==> config.mk <==
export PLATFORM = sky130hd
export DESIGN_NAME = move_to_front_list
export DESIGN_NICKNAME = d
export VERILOG_FILES = /design/src/hw/rtl/mtf_pkg.sv /design/src/hw/rtl/move_to_front_list.sv
export SDC_FILE = /design/constraint.sdc
export NUM_CORES = 1
export LEC_CHECK = 0
export BUFFER_PORTS_ARGS = -buffer_cell sky130_fd_sc_hd__buf_2
export CAP_MARGIN = 10
export CORE_ASPECT_RATIO = 0.5
export CORE_MARGIN = 10
export CORE_UTILIZATION = 52
export DETAILED_ROUTE_END_ITERATION = 8
export GPL_TIMING_DRIVEN = 1
export PLACE_DENSITY = 0.68
export SLEW_MARGIN = 20
export SYNTH_ARGS = -nofsm -noshare
export SYNTH_HDL_FRONTEND = slang
export SYNTH_SLANG_ARGS = --single-unit
==> constraint.sdc <==
create_clock -name i_clk -period 10.7 [get_ports i_clk]
set_input_delay 0.535 -clock i_clk [delete_from_list [all_inputs] [get_ports i_clk]]
set_output_delay 0.535 -clock i_clk [all_outputs]
set_load 0.02 [all_outputs]
==> src/hw/rtl/mtf_pkg.sv <==
// Shared constants and types of the move-to-front list.
// Used by move_to_front_list and its port checker; depends on nothing.

package mtf_pkg;

    // list size and derived widths
    localparam int DEPTH  = 16;
    localparam int IDX_W  = (DEPTH > 1) ? $clog2(DEPTH) : 1;
    localparam int CNT_W  = $clog2(DEPTH + 1);
    localparam int VAL_W  = 32;

    // result fields
    localparam int POS_W     = 4;
    localparam int ENT_W     = 5;
    localparam int STAT_W    = 2;
    localparam int M_TDATA_W = 16;

    // request kinds carried on the slave tuser
    localparam logic MODE_PUSH   = 1'b0;
    localparam logic MODE_SEARCH = 1'b1;

    // result status codes carried on the master tuser
    typedef enum logic [STAT_W-1:0] {
        ST_PUSHED    = 2'd0,
        ST_FOUND     = 2'd1,
        ST_NOT_FOUND = 2'd2,
        ST_FULL      = 2'd3
    } t_status;

endpackage

==> src/hw/rtl/move_to_front_list.sv <==
// Move-to-front list: sequencer, entry memory and output register.
// Depends on mtf_pkg for sizes and status codes.

// The entry memory has a read and a write port and a registered read; each entry
// visited is read, then compared or written back one place. A push moves every
// entry back, then writes the front; a search reads from the front until it hits,
// moves the entries ahead of the hit back and writes the front; a miss reads every
// entry; a full push or a search of an empty list goes straight to the result. One
// request is worked at a time; s_tready is high only while the sequencer is idle,
// and a finished result waits in the output register, so the next request may be
// accepted before the previous result is taken. No clearing pass after reset.
module move_to_front_list (
    input  logic                          i_clk,
    input  logic                          i_rst_n,
    // request channel
    input  logic                          s_tvalid,
    output logic                          s_tready,
    input  logic [mtf_pkg::VAL_W-1:0]     s_tdata,   // [31:0] value
    input  logic [0:0]                    s_tuser,   // [0] mode
    // result channel
    output logic                          m_tvalid,
    input  logic                          m_tready,
    output logic [mtf_pkg::M_TDATA_W-1:0] m_tdata,   // [3:0] position, [8:4] entry_count
    output logic [mtf_pkg::STAT_W-1:0]    m_tuser    // [1:0] status
);

    typedef enum logic [6:0] {
        S_IDLE   = 7'b0000001,
        S_SH_RD  = 7'b0000010,
        S_SH_WR  = 7'b0000100,
        S_SC_RD  = 7'b0001000,
        S_SC_CMP = 7'b0010000,
        S_FRONT  = 7'b0100000,
        S_DONE   = 7'b1000000
    } t_state;

    t_state                      r_state, n_state;
    logic [mtf_pkg::CNT_W-1:0]   r_count, n_count;
    logic [mtf_pkg::IDX_W-1:0]   r_idx, n_idx;
    logic                        r_mode, n_mode;
    logic [mtf_pkg::VAL_W-1:0]   r_val, n_val;
    mtf_pkg::t_status            r_status, n_status;
    logic [mtf_pkg::IDX_W-1:0]   r_pos, n_pos;

    logic                        r_out_valid;
    logic [mtf_pkg::M_TDATA_W-1:0] r_out_data;
    logic [mtf_pkg::STAT_W-1:0]  r_out_user;

    // entry memory
    logic [mtf_pkg::VAL_W-1:0]   mem [mtf_pkg::DEPTH];
    logic [mtf_pkg::VAL_W-1:0]   r_rd_data;
    logic [mtf_pkg::IDX_W-1:0]   rd_addr;
    logic                        we;
    logic [mtf_pkg::IDX_W-1:0]   wa;
    logic [mtf_pkg::VAL_W-1:0]   wd;

    logic                        s_fire;
    logic                        out_free;
    logic                        scan_last;
    logic [31:0]                 pos_ext;
    logic [31:0]                 cnt_ext;

    assign s_tready  = (r_state == S_IDLE);
    assign s_fire    = s_tvalid && s_tready;
    assign out_free  = !r_out_valid || m_tready;
    assign scan_last = (mtf_pkg::CNT_W'(r_idx) + mtf_pkg::CNT_W'(1)) == r_count;
    assign pos_ext   = 32'(r_pos);
    assign cnt_ext   = 32'(r_count);

    assign m_tvalid = r_out_valid;
    assign m_tdata  = r_out_data;
    assign m_tuser  = r_out_user;

    // memory port: one read address, one write address
    always_comb begin
        rd_addr = (r_state == S_SH_RD) ? r_idx - mtf_pkg::IDX_W'(1) : r_idx;
        we      = (r_state == S_SH_WR) || (r_state == S_FRONT);
        wa      = (r_state == S_FRONT) ? '0 : r_idx;
        wd      = (r_state == S_FRONT) ? r_val : r_rd_data;
    end

    always_ff @(posedge i_clk) begin
        if (we) begin
            mem[wa] <= wd;
        end
        r_rd_data <= mem[rd_addr];
    end

    // sequencer
    always_comb begin
        n_state  = r_state;
        n_count  = r_count;
        n_idx    = r_idx;
        n_mode   = r_mode;
        n_val    = r_val;
        n_status = r_status;
        n_pos    = r_pos;
        case (r_state)
            S_IDLE: begin
                if (s_fire) begin
                    n_mode = s_tuser[0];
                    n_val  = s_tdata;
                    n_pos  = '0;
                    if (s_tuser[0] == mtf_pkg::MODE_PUSH) begin
                        if (r_count == mtf_pkg::CNT_W'(mtf_pkg::DEPTH)) begin
                            n_status = mtf_pkg::ST_FULL;
                            n_state  = S_DONE;
                        end else begin
                            n_idx   = r_count[mtf_pkg::IDX_W-1:0];
                            n_state = (r_count == '0) ? S_FRONT : S_SH_RD;
                        end
                    end else begin
                        n_idx = '0;
                        if (r_count == '0) begin
                            n_status = mtf_pkg::ST_NOT_FOUND;
                            n_state  = S_DONE;
                        end else begin
                            n_state = S_SC_RD;
                        end
                    end
                end
            end
            S_SH_RD: begin
                n_state = S_SH_WR;
            end
            S_SH_WR: begin
                // entry k-1 has moved to k
                n_idx   = r_idx - mtf_pkg::IDX_W'(1);
                n_state = (r_idx == mtf_pkg::IDX_W'(1)) ? S_FRONT : S_SH_RD;
            end
            S_SC_RD: begin
                n_state = S_SC_CMP;
            end
            S_SC_CMP: begin
                if (r_rd_data == r_val) begin
                    n_pos   = r_idx;
                    n_state = (r_idx == '0) ? S_FRONT : S_SH_RD;
                end else if (scan_last) begin
                    n_status = mtf_pkg::ST_NOT_FOUND;
                    n_state  = S_DONE;
                end else begin
                    n_idx   = r_idx + mtf_pkg::IDX_W'(1);
                    n_state = S_SC_RD;
                end
            end
            S_FRONT: begin
                if (r_mode == mtf_pkg::MODE_PUSH) begin
                    n_count  = r_count + mtf_pkg::CNT_W'(1);
                    n_status = mtf_pkg::ST_PUSHED;
                end else begin
                    n_status = mtf_pkg::ST_FOUND;
                end
                n_state = S_DONE;
            end
            S_DONE: begin
                if (out_free) begin
                    n_state = S_IDLE;
                end
            end
            default: begin
                n_state = S_IDLE;
            end
        endcase
    end

    // control and working registers
    always_ff @(posedge i_clk) begin
        if (!i_rst_n) begin
            r_state <= S_IDLE;
            r_count <= '0;
        end else begin
            r_state <= n_state;
            r_count <= n_count;
        end
        r_idx    <= n_idx;
        r_mode   <= n_mode;
        r_val    <= n_val;
        r_status <= n_status;
        r_pos    <= n_pos;
    end

    // output register
    always_ff @(posedge i_clk) begin
        if (!i_rst_n) begin
            r_out_valid <= 1'b0;
        end else if ((r_state == S_DONE) && out_free) begin
            r_out_valid <= 1'b1;
        end else if (m_tready) begin
            r_out_valid <= 1'b0;
        end
        if ((r_state == S_DONE) && out_free) begin
            r_out_data <= mtf_pkg::M_TDATA_W'({cnt_ext[mtf_pkg::ENT_W-1:0],
                                               pos_ext[mtf_pkg::POS_W-1:0]});
            r_out_user <= r_status;
        end
    end

endmodule

==> metrics, run 1 <==
Seq cells post-synth about 610; synth top area cells edfxtp_1, mux4_2, dfxtp_1; # fillers approximately 3600; crit path kind flop to flop; RSZ-0062 raised after global routing no; die area 0.0616 sq mm; synth warn 0; CTS tree done; type of element launching the critical path flop; Final setup viols 0; clk_lat worst skew around 0.60 ns; period utilisation layout 0.386; starting density of the core 0.530; Syn Area/Cell 17.6 sq um; total internal power around 4.0 mW; Mapped Area 0.0268 sq mm; met3 GRT Util 0.0390; crit path max fanout 58; Antenna diodes 0; H-tree depth 2; layout cells sized above 1 0.263; run status completed; P per Cell Area about 170 mW/mm^2; Final Skew ~0.018 ns; non-filler instance count after layout about 2300; routed vias/inst about 6.6; drt first pass iters 5; vias in the first global route 15300; min Tclk post-route 4.13 ns; cell count after synthesis 1521; Residual DRC 0; Top Usage Layer GRT met2; CTS resizes 0; FMAX 242 MHz; pin count of the biggest net entering global routing 67; Nets roughly 1600; chip height between 150 and 200 um; hold buffers post-CTS 0; initial antenna violation count 0; initial DRC count roughly 1900; Setup TNS 0 ns; clock sink total between 600 and 700; sw frac 0.225; Post-CTS Setup Inserts 0; Util after Layout 0.587; relative slew slack 0.225; Switch Pwr ~1.2 mW; Final Max Slew Viols 0; Max rail drop VDD around 0.11 mV; synth cell count leaders edfxtp_1, mux4_2, nor2_1, nand2_1, mux2i_1; first-pass GRT wire length between 90 and 100 mm; Total GRT Usage 0.205; met1 Resource Use GR 0.286; Die X 341 um; Seq pwr share 0.532; EDFF count, synth approximately 570; count leader, synth edfxtp_1; Clock Tree Buf Depth 3; placed cells ~2200; Hold Path Class input pin to flop; CTS root buf clkbuf_16; sequential share of the synthesized area 0.668; Clk pwr share 0.378; Placer Congestion around 0.8; Top FF cell, synth edfxtp_1; Max-Cap Viols 0; Yosys cell types between 50 and 60; total gr overflow 0; Multi-input gate area between 0.008 and 0.009 sq mm; fraction of registers with async set/reset 0; area leader, netlist edfxtp_1; Core Rows 58; actual slew at the worst max-slew pin roughly 1.2 ns; Logic pwr share 0.090; Critical Path AT between 4 and 5 ns; clock-pin slew on the worst setup and hold paths approximately 0.07 ns; Synth top area share 0.634; Final Hold Vio Count 0; detailed placer's ending HPWL about 36 mm; CP Data Required Time around 11 ns; io pins 57; Layout area overhead 10.7%; M2 GR Usage 0.331; final wirelength 64.0 mm; CP Capture Type flop; number of port buffers 49; via count 15100; CTS Buf Count between 50 and 60; WL per Instance 27.9 um; leakage power approximately 9.9 nW; core region area just over 0.05 sq mm; Post-DRT Antenna Nets 0; Sequential Area between 0.015 and 0.02 sq mm
[worst paths after layout]
| path | from | to | slack (ns) | cells after the start |
|---|---|---|---|---|
| max | r_idx[0]$_DFFE_PP_ | r_rd_data[30]$_DFF_P_ | 6.57 | 7 |
| min | s_tdata[26] | r_val[26]$_DFFE_PP_ | 0.11 | 1 |
| max reg2reg | r_idx[0]$_DFFE_PP_ | r_rd_data[30]$_DFF_P_ | 6.57 | 7 |
| min reg2reg | r_status[0]$_DFFE_PP_ | m_tuser[0]$_DFFE_PP_ | 0.42 | 0 |
[final cells by class]
cell class	instances	area share
Clock buffer	73	0.0503
Clock inverter	27	0.00869
Inverter	8	0.00101
Multi-Input combinational cell	794	0.290
Sequential cell	611	0.603
Tap cell	690	0.0291
Timing Repair Buffer	88	0.0181
[stage by stage]
stage,instance area (sq um),total power [mW],hold slack [ns],setup WS [ns]
after floorplan,26800,3.12,0.400,5.06
after global placement,27900,3.24,0.409,6.63
after detailed placement,27900,3.26,0.405,6.52
after CTS,29700,5.18,0.0880,6.51
after global routing,29700,5.32,0.0894,6.24
final,29700,5.15,0.110,6.57
[per-layer routing]
metal,share of wire,up-vias
met2,0.48,715
met5,0,-
met3,0.088,116
met1,0.40,7933
li1,-,6313
met4,0.024,0
[cells by family after synthesis]
group / share of synthesized area
DFF: 0.668
muxes: 0.204
and+or+nand+nor: 0.0497
AOI/OAI and AO/OA: 0.0417
buffers and inverters: 0.0197
xor gates and xnor gates: 0.0150
adders and majority gates: 0.00233
other: 0.000140
[critical path, cell delays in order, from the launching register on]
cell and delay [ns]:
edfxtp_1 0.35, buf_4 0.62, buf_4 0.81, buf_4 0.86, mux4_2 0.60, nand2_1 0.08
a21oi_1 0.06, or4_1 0.47
[power groups by stage]
stage          Sequential (mW)  Combinational [mW]  Clock [mW]
2_1_floorplan             2.78               0.334           0
3_3_place_gp              2.79               0.444           0
3_5_place_dp              2.79               0.463           0
4_1_cts                   2.74               0.464        1.97
5_1_grt                   2.74               0.503        2.07
6_report                  2.74               0.463        1.95
[sequential cells by signal, indices dropped and copies added (netlist names)]
| name | flops |
|---|---|
| m_tdata | 9 |
| m_tuser | 2 |
| m_tvalid | 1 |
| mem | 512 |
| r_count | 5 |
| r_idx | 4 |
| r_mode | 1 |
| r_pos | 4 |
| r_rd_data | 32 |
| r_state | 7 |
| r_status | 2 |
| r_val | 32 |
[layout by cell type, fill, tap and decap left out, drive strengths merged, types with 34 or more instances in the layout]
cell type    n
a21oi       39
buf         88
clkbuf      73
dfxtp       45
edfxtp     566
mux2        34
mux2i       71
mux4       194
nand2       73
nor2        79
o22ai       56
xnor2       41
(Power assumes the default switching activity.)
==> run 2: changes to the inputs <==
- ABC_AREA: not set -> 1
- PLACE_DENSITY: 0.68 -> 0.71
- clock period: 10.7 -> 3.7 ns (I/O delays scaled with it)
==> run 2 against run 1 <==
Compared with the run above: wire length is essentially flat; cell count grew 51%; sequential share of layout area shrank 0.67 points; global-route usage shrank 0.12 points; first-iteration DRC count grew 11%; clock power grew to 2.9 times the previous value.
==> metrics, run 2 <==
H-tree depth 2 (unchanged); RSZ-0062 raised after global routing no; clock sink total 611 (unchanged); Total GRT Usage 0.204 (-0.00116); count leader, synth nand2_1; total internal power 13.2 mW (+230%); layout cells sized above 1 0.0811 (-0.182); Largest Register mem; Residual DRC 0 (unchanged); core region area 0.0507 sq mm (+0.14%); vias in the first global route 17500 (+14%); sequential share of the synthesized area 0.666 (-0.00137); initial DRC count 2077 (+11%); Clock Tree Buf Depth 3 (unchanged); run status completed; Post-Synth Adder-Cell Area 0.00233 (-0.00000478); Synth Area in Simple Gates 0.201 (+0.151); Core Rows 58 (unchanged); cell count after synthesis 2642 (+74%); synth top area cells edfxtp_1, nand2_1, nand3_1; final wirelength 64.0 mm (about the same); Sequential Area 0.0179 sq mm (unchanged); Antenna diodes 0 (unchanged); Post-CTS Setup Inserts 0 (unchanged); Die X 341 um (about the same); total gr overflow 0 (unchanged); non-filler instance count after layout 3452 (+51%); actual slew at the worst max-slew pin 1.01 ns (-0.153 ns); commonest non-fill, non-tap cell in the layout nand2_1; CTS tree done; clock-pin slew on the worst setup and hold paths 0.07 ns (about the same); P per Cell Area 638 mW/mm^2 (+270%); Final Max Slew Viols 0 (unchanged); routed vias/inst 5.26 (-20%); synth warn 0 (unchanged); placed cell area 0.0278 sq mm (-0.33%); CTS resizes 0 (unchanged); Yosys cell types 40 (-30%); crit path max fanout 64 (+10%); initial antenna violation count 0 (unchanged); Synth Area in XOR/XNOR 0.00815 (-0.00688); Critical Path AT 3.33 ns (-1.26 ns); post-synthesis compound-gate area fraction 0.00932 (-0.0324); hold buffers post-CTS 35 (+35); Largest regs mem (512), r_rd_data (32), r_val (32); leakage power 13.0 nW (+31%); Util after Layout 0.592 (+0.00576); WL per Instance 18.5 um (-34%); Final setup viols 0 (unchanged); Nets 2759 (+73%); # fillers 4053 (+12%); Post-DRT Antenna Nets 0 (unchanged); Mapped Area 0.0269 sq mm (+0.21%); Top FF cell, synth edfxtp_1; design area 0.0300 sq mm (+1.1%); Seq pwr share 0.474 (-0.058); chip height 181 um (about the same); Switch Pwr 5.98 mW (+420%); min Tclk post-route 2.84 ns (-1.29 ns); Synth top area share 0.633 (-0.00130); CP Capture Type flop; relative slew slack 0.327 (+0.102); placed cells 3314 (+51%); r2r setup slk 0.86 ns (-5.71 ns); max reg flops 512 (unchanged); first-pass GRT wire length 99.6 mm (+2.5%); Max rail drop VDD 0.354 mV (+210%); number of port buffers 49 (unchanged); pin count of the biggest net entering global routing 110 (+64%); Max-Cap Viols 0 (unchanged); Final Hold Vio Count 0 (unchanged); area leader, netlist edfxtp_1; detailed placer's ending HPWL 35.6 mm (-0.12%); clk_lat worst skew 0.61 ns (about the same); via count 18200 (+20%); fraction of registers with async set/reset 0 (unchanged); Logic pwr share 0.227 (+0.137); Layout area overhead 11.7%; CTS root buf clkbuf_16; Final Skew 0.0239 ns (+0.00595 ns); drt first pass iters 5 (unchanged); die area 0.0617 sq mm (+0.19%); Placer Congestion 0.840 (+3.2%); sw frac 0.312 (+0.0875); Tot Pwr 19.1 mW (+270%); Hold Path Class input pin to flop; CP Data Required Time 4.20 ns (-6.96 ns); starting density of the core 0.530 (about the same); io pins 57 (unchanged); crit path kind flop to flop; largest family of logic cells by synthesized area simple AND/OR/NAND/NOR gates; type of element launching the critical path flop; Multi-input gate area 0.00618 sq mm (-28%); CTS Buf Count 55 (+3.8%); Syn Area/Cell 10.2 sq um (-42%); EDFF count, synth 566 (unchanged); synth cell count leaders nand2_1, inv_1, edfxtp_1, nand3_1, buf_2; Clk pwr share 0.299 (-0.079); commonest non-fill, non-tap cells in the layout nand2_1, inv_1, edfxtp_1, nand3_1, clkbuf_16; period utilisation layout 0.766 (+0.381); Seq cells post-synth 611 (unchanged); multiplexer share of the synthesized area 0 (-0.204); FMAX 353 MHz (+46%)
run 2: worst paths after layout:
path / startpoint / end / cells after the start
max: r_idx[0]$_DFFE_PP_ / r_rd_data[25]$_DFF_P_ / 9
min reg2reg: r_pos[0]$_SDFFCE_PN0P_ / m_tdata[0]$_DFFE_PP_ / 0
max reg2reg: r_idx[0]$_DFFE_PP_ / r_rd_data[25]$_DFF_P_ / 9
min: s_tvalid / r_state[0]$_SDFFE_PN1P_ / 4
run 2: cells by family (layout without fill, tap and decap cells):
family | Yosys count | in the layout
other cells | 1 | 7
buf+inv | 698 | 812
xor+xnor | 25 | 25
fa+ha+maj | 5 | 5
simple gates | 1260 | 1260
compound gates | 42 | 42
flops | 611 | 611
run 2: power groups by stage:
stage	combinational (mW)	sequential [mW]	clock [mW]
5_1_grt	4.80	9.10	6.05
3_3_place_gp	4.14	9.20	0
4_1_cts	4.29	9.07	5.76
2_1_floorplan	2.93	9.12	0
3_5_place_dp	4.25	9.21	0
6_report	4.34	9.07	5.72
run 2: cell type report:
type,count,area share
Timing Repair Buffer,133,0.0369
Clock buffer,79,0.0519
Inverter,577,0.0722
Tap cell,690,0.0288
Sequential cell,611,0.596
Clock inverter,23,0.00767
Multi-Input combinational cell,1339,0.206
run 2: routing by layer:
metal	global-route usage	part of all wire	vias to the layer above
met5	0	0	-
met4	0.0610	0.025	0
met3	0.0353	0.089	116
met2	0.325	0.46	772
met1	0.285	0.43	8682
li1	-	-	8581
run 2: critical path, stage by stage (launching register included):
cell and delay (ns):
edfxtp_1 0.53, inv_1 0.29, ha_1 0.23, xor2_1 0.19, nand2_1 0.12, o21ai_4 0.08, buf_4 0.78, nand3_1 0.18
nand3_1 0.21, nand2_1 0.07
run 2: stage by stage:
| stage | TNS [ns] | hold slack [ns] | setup slack [ns] |
|---|---|---|---|
| 4_1_cts | 0 | 0.00228 | 0.896 |
| 2_1_floorplan | -8.57 | 0.284 | -0.134 |
| 6_report | 0 | 0.0317 | 0.865 |
| 3_5_place_dp | 0 | 0.363 | 0.889 |
| 3_3_place_gp | 0 | 0.361 | 1.01 |
| 5_1_grt | 0 | 0.0318 | 0.741 |
==> run 3: changes to the inputs <==
- clock period: 3.7 -> 2.55 ns (I/O delays scaled with it)
==> run 3 against run 2 <==
Compared with the run above: clock-buffer cell count decreased by 4; sequential power increased by 44%; combinational power increased by 55%; die area unchanged; clock power increased by 35%; hold slack improved by 0.21 ns; fmax increased by 20%; sequential share of layout area decreased by 0.99 points; via count increased by 0.69%; utilization increased by 1.0 points; critical path type unchanged; largest cell class unchanged; largest power group unchanged.
==> metrics, run 3 (synthesis gave the netlist of run 2 again) <==
run status completed; crit path kind flop to flop; CTS root buf clkbuf_16; placed cell area 0.0285 sq mm (+2.5%); initial DRC count 2068 (-0.43%); r2r setup slk 0.19 ns (-0.68 ns); Placer Congestion 0.832 (-0.89%); core region area 0.0507 sq mm (unchanged); CTS tree done; period utilisation layout 0.926 (+0.160); total gr overflow 0 (unchanged); actual slew at the worst max-slew pin 0.656 ns (-0.353 ns); Final Max Slew Viols 0 (unchanged); RR Startpoint r_val[18]$_DFFE_PP_; CP Data Required Time 2.78 ns (-1.42 ns); Switch Pwr 8.68 mW (+45%); Post-DRT Antenna Nets 0 (unchanged); crit path max fanout 5 (-92%); routed vias/inst 5.23 (-0.55%); chip height 181 um (unchanged); Layout area overhead 13.6%; vias in the first global route 17600 (+0.36%); non-filler instance count after layout 3495 (+1.2%); Critical R2R Capture r_pos[2]$_SDFFCE_PN0P_; clock-pin slew on the worst setup and hold paths 0.07 ns (about the same); final wirelength 65.3 mm (+2.0%); sw frac 0.315 (+0.00241); Final Skew 0.0227 ns (-0.00119 ns); pin count of the biggest net entering global routing 68 (-38%); commonest non-fill, non-tap cells in the layout nand2_1, inv_1, edfxtp_1, nand3_1, buf_4; design area 0.0305 sq mm (+1.7%); Core Rows 58 (unchanged); clock sink total 611 (unchanged); Die X 341 um (unchanged); die area 0.0617 sq mm (unchanged); # fillers 4004 (-1.2%); Logic pwr share 0.244 (+0.017); Largest regs mem (512), r_rd_data (32), r_val (32); Clk pwr share 0.281 (-0.018); relative slew slack 0.558 (+0.231); commonest non-fill, non-tap cell in the layout nand2_1; total internal power 18.9 mW (+44%); via count 18300 (+0.69%); Largest Register mem; Clock Tree Buf Depth 3 (unchanged); RSZ-0062 raised after global routing no; Max-Cap Viols 0 (unchanged); type of element launching the critical path flop; H-tree depth 2 (unchanged); leakage power 13.2 nW (+1.7%); FMAX 423 MHz (+20%); layout cells sized above 1 0.0959 (+0.0148); placed cells 3362 (+1.4%); WL per Instance 18.7 um (+0.71%); io pins 57 (unchanged); Antenna diodes 0 (unchanged); CP Capture Type flop; min Tclk post-route 2.36 ns (-0.473 ns); Seq pwr share 0.476 (+0.002); drt first pass iters 7 (+2); max reg flops 512 (unchanged); Final Hold Vio Count 0 (unchanged); Final setup viols 0 (unchanged); clk_lat worst skew 0.60 ns (about the same); starting density of the core 0.530 (unchanged); Max rail drop VDD 0.556 mV (+57%); first-pass GRT wire length 102 mm (+2.0%); Critical Path AT 2.59 ns (-0.74 ns); number of port buffers 49 (unchanged); Hold Path Class input pin to flop; Reg2Reg Depth 8 (-1); detailed placer's ending HPWL 37.3 mm (+4.6%); Residual DRC 0 (unchanged); CTS Buf Count 52 (-5.5%); Nets 2804 (+1.6%); CP startpoint r_val[18]$_DFFE_PP_; hold path startpoint s_tdata[22]; worst setup path endpoint r_pos[2]$_SDFFCE_PN0P_; Total GRT Usage 0.210 (+0.00532); P per Cell Area 903 mW/mm^2 (+42%); initial antenna violation count 0 (unchanged)
==> run 3: cell count changes in the layout (fill, tap and decap cells not counted), sizes merged <==
cell / before / now
buf: 98 / 145
clkbuf: 79 / 75
bufinv: 4 / 3
clkinvlp: 1 / 2
dlygate4sd3: 35 / 36
inv: 578 / 577
==> run 3: worst min-delay path by stage <==
stage / to / slack [ns] / cells past startpoint
final: r_val[22]$_DFFE_PP_ / 0.24 / 2
after global routing: r_val[22]$_DFFE_PP_ / 0.23 / 2
after CTS: r_val[0]$_DFFE_PP_ / 0.22 / 2
after detailed placement: r_val[23]$_DFFE_PP_ / 0.31 / 1
after global placement: r_val[28]$_DFFE_PP_ / 0.30 / 1
after floorplan: r_state[0]$_SDFFE_PN1P_ / 0.23 / 1
==> run 3: final cells by class <==
class                      count  area, sq um  share of cell area
clock inverter                22          205             0.00672
tap                          690          863              0.0283
sequential                   611        17900               0.587
inverter                     577         2170              0.0710
clock buffer                  75         1420              0.0465
multi-input combinational   1339         6230               0.204
timing repair buffer         181         1740              0.0570
==> run 3: stage by stage <==
| step | utilization | power [mW] | TNS (ns) | worst slack (ns) | hold WS, ns |
|---|---|---|---|---|---|
| floorplan | - | 17.5 | -150.01 | -0.400 | 0.226 |
| global placement | 0.563 | 19.7 | 0 | 0.242 | 0.304 |
| detailed placement | 0.563 | 19.9 | 0 | 0.243 | 0.306 |
| CTS | 0.602 | 27.5 | 0 | 0.193 | 0.221 |
| global route | 0.602 | 28.8 | 0 | 0.0144 | 0.234 |
| finish | 0.602 | 27.6 | 0 | 0.188 | 0.239 |
==> run 3: per-layer routing <==
layer / vias to the layer above / GRT usage / wire (um)
li1: 8672 / - / -
met1: 8646 / 0.292 / 27400
met2: 850 / 0.333 / 29500
met3: 108 / 0.0397 / 6750
met4: 0 / 0.0596 / 1550
met5: - / 0 / 0
==> run 3: power by group through the flow <==
| stage | logic (mW) | clock network, mW | registers [mW] |
|---|---|---|---|
| CTS | 6.63 | 7.81 | 13.1 |
| finish | 6.72 | 7.74 | 13.1 |
| global placement | 6.39 | 0 | 13.3 |
| detailed placement | 6.55 | 0 | 13.3 |
| floorplan | 4.30 | 0 | 13.2 |
| global route | 7.38 | 8.24 | 13.2 |
==> run 3: critical path: stages (launching register included) <==
cell	delay [ns]
edfxtp_1	0.41
xnor2_1	0.24
nand2_1	0.11
nor2_1	0.33
nand2_1	0.18
nor2_1	0.12
buf_4	0.15
a21oi_1	0.06
a21oi_1	0.39
==> run 3: timing repair <==
action	CTS	global route
setup endpoints to repair	0	4
hold buffers	36	0
hold endpoints to repair	42	0
buffers inserted	0	0
gates resized for setup	0	1
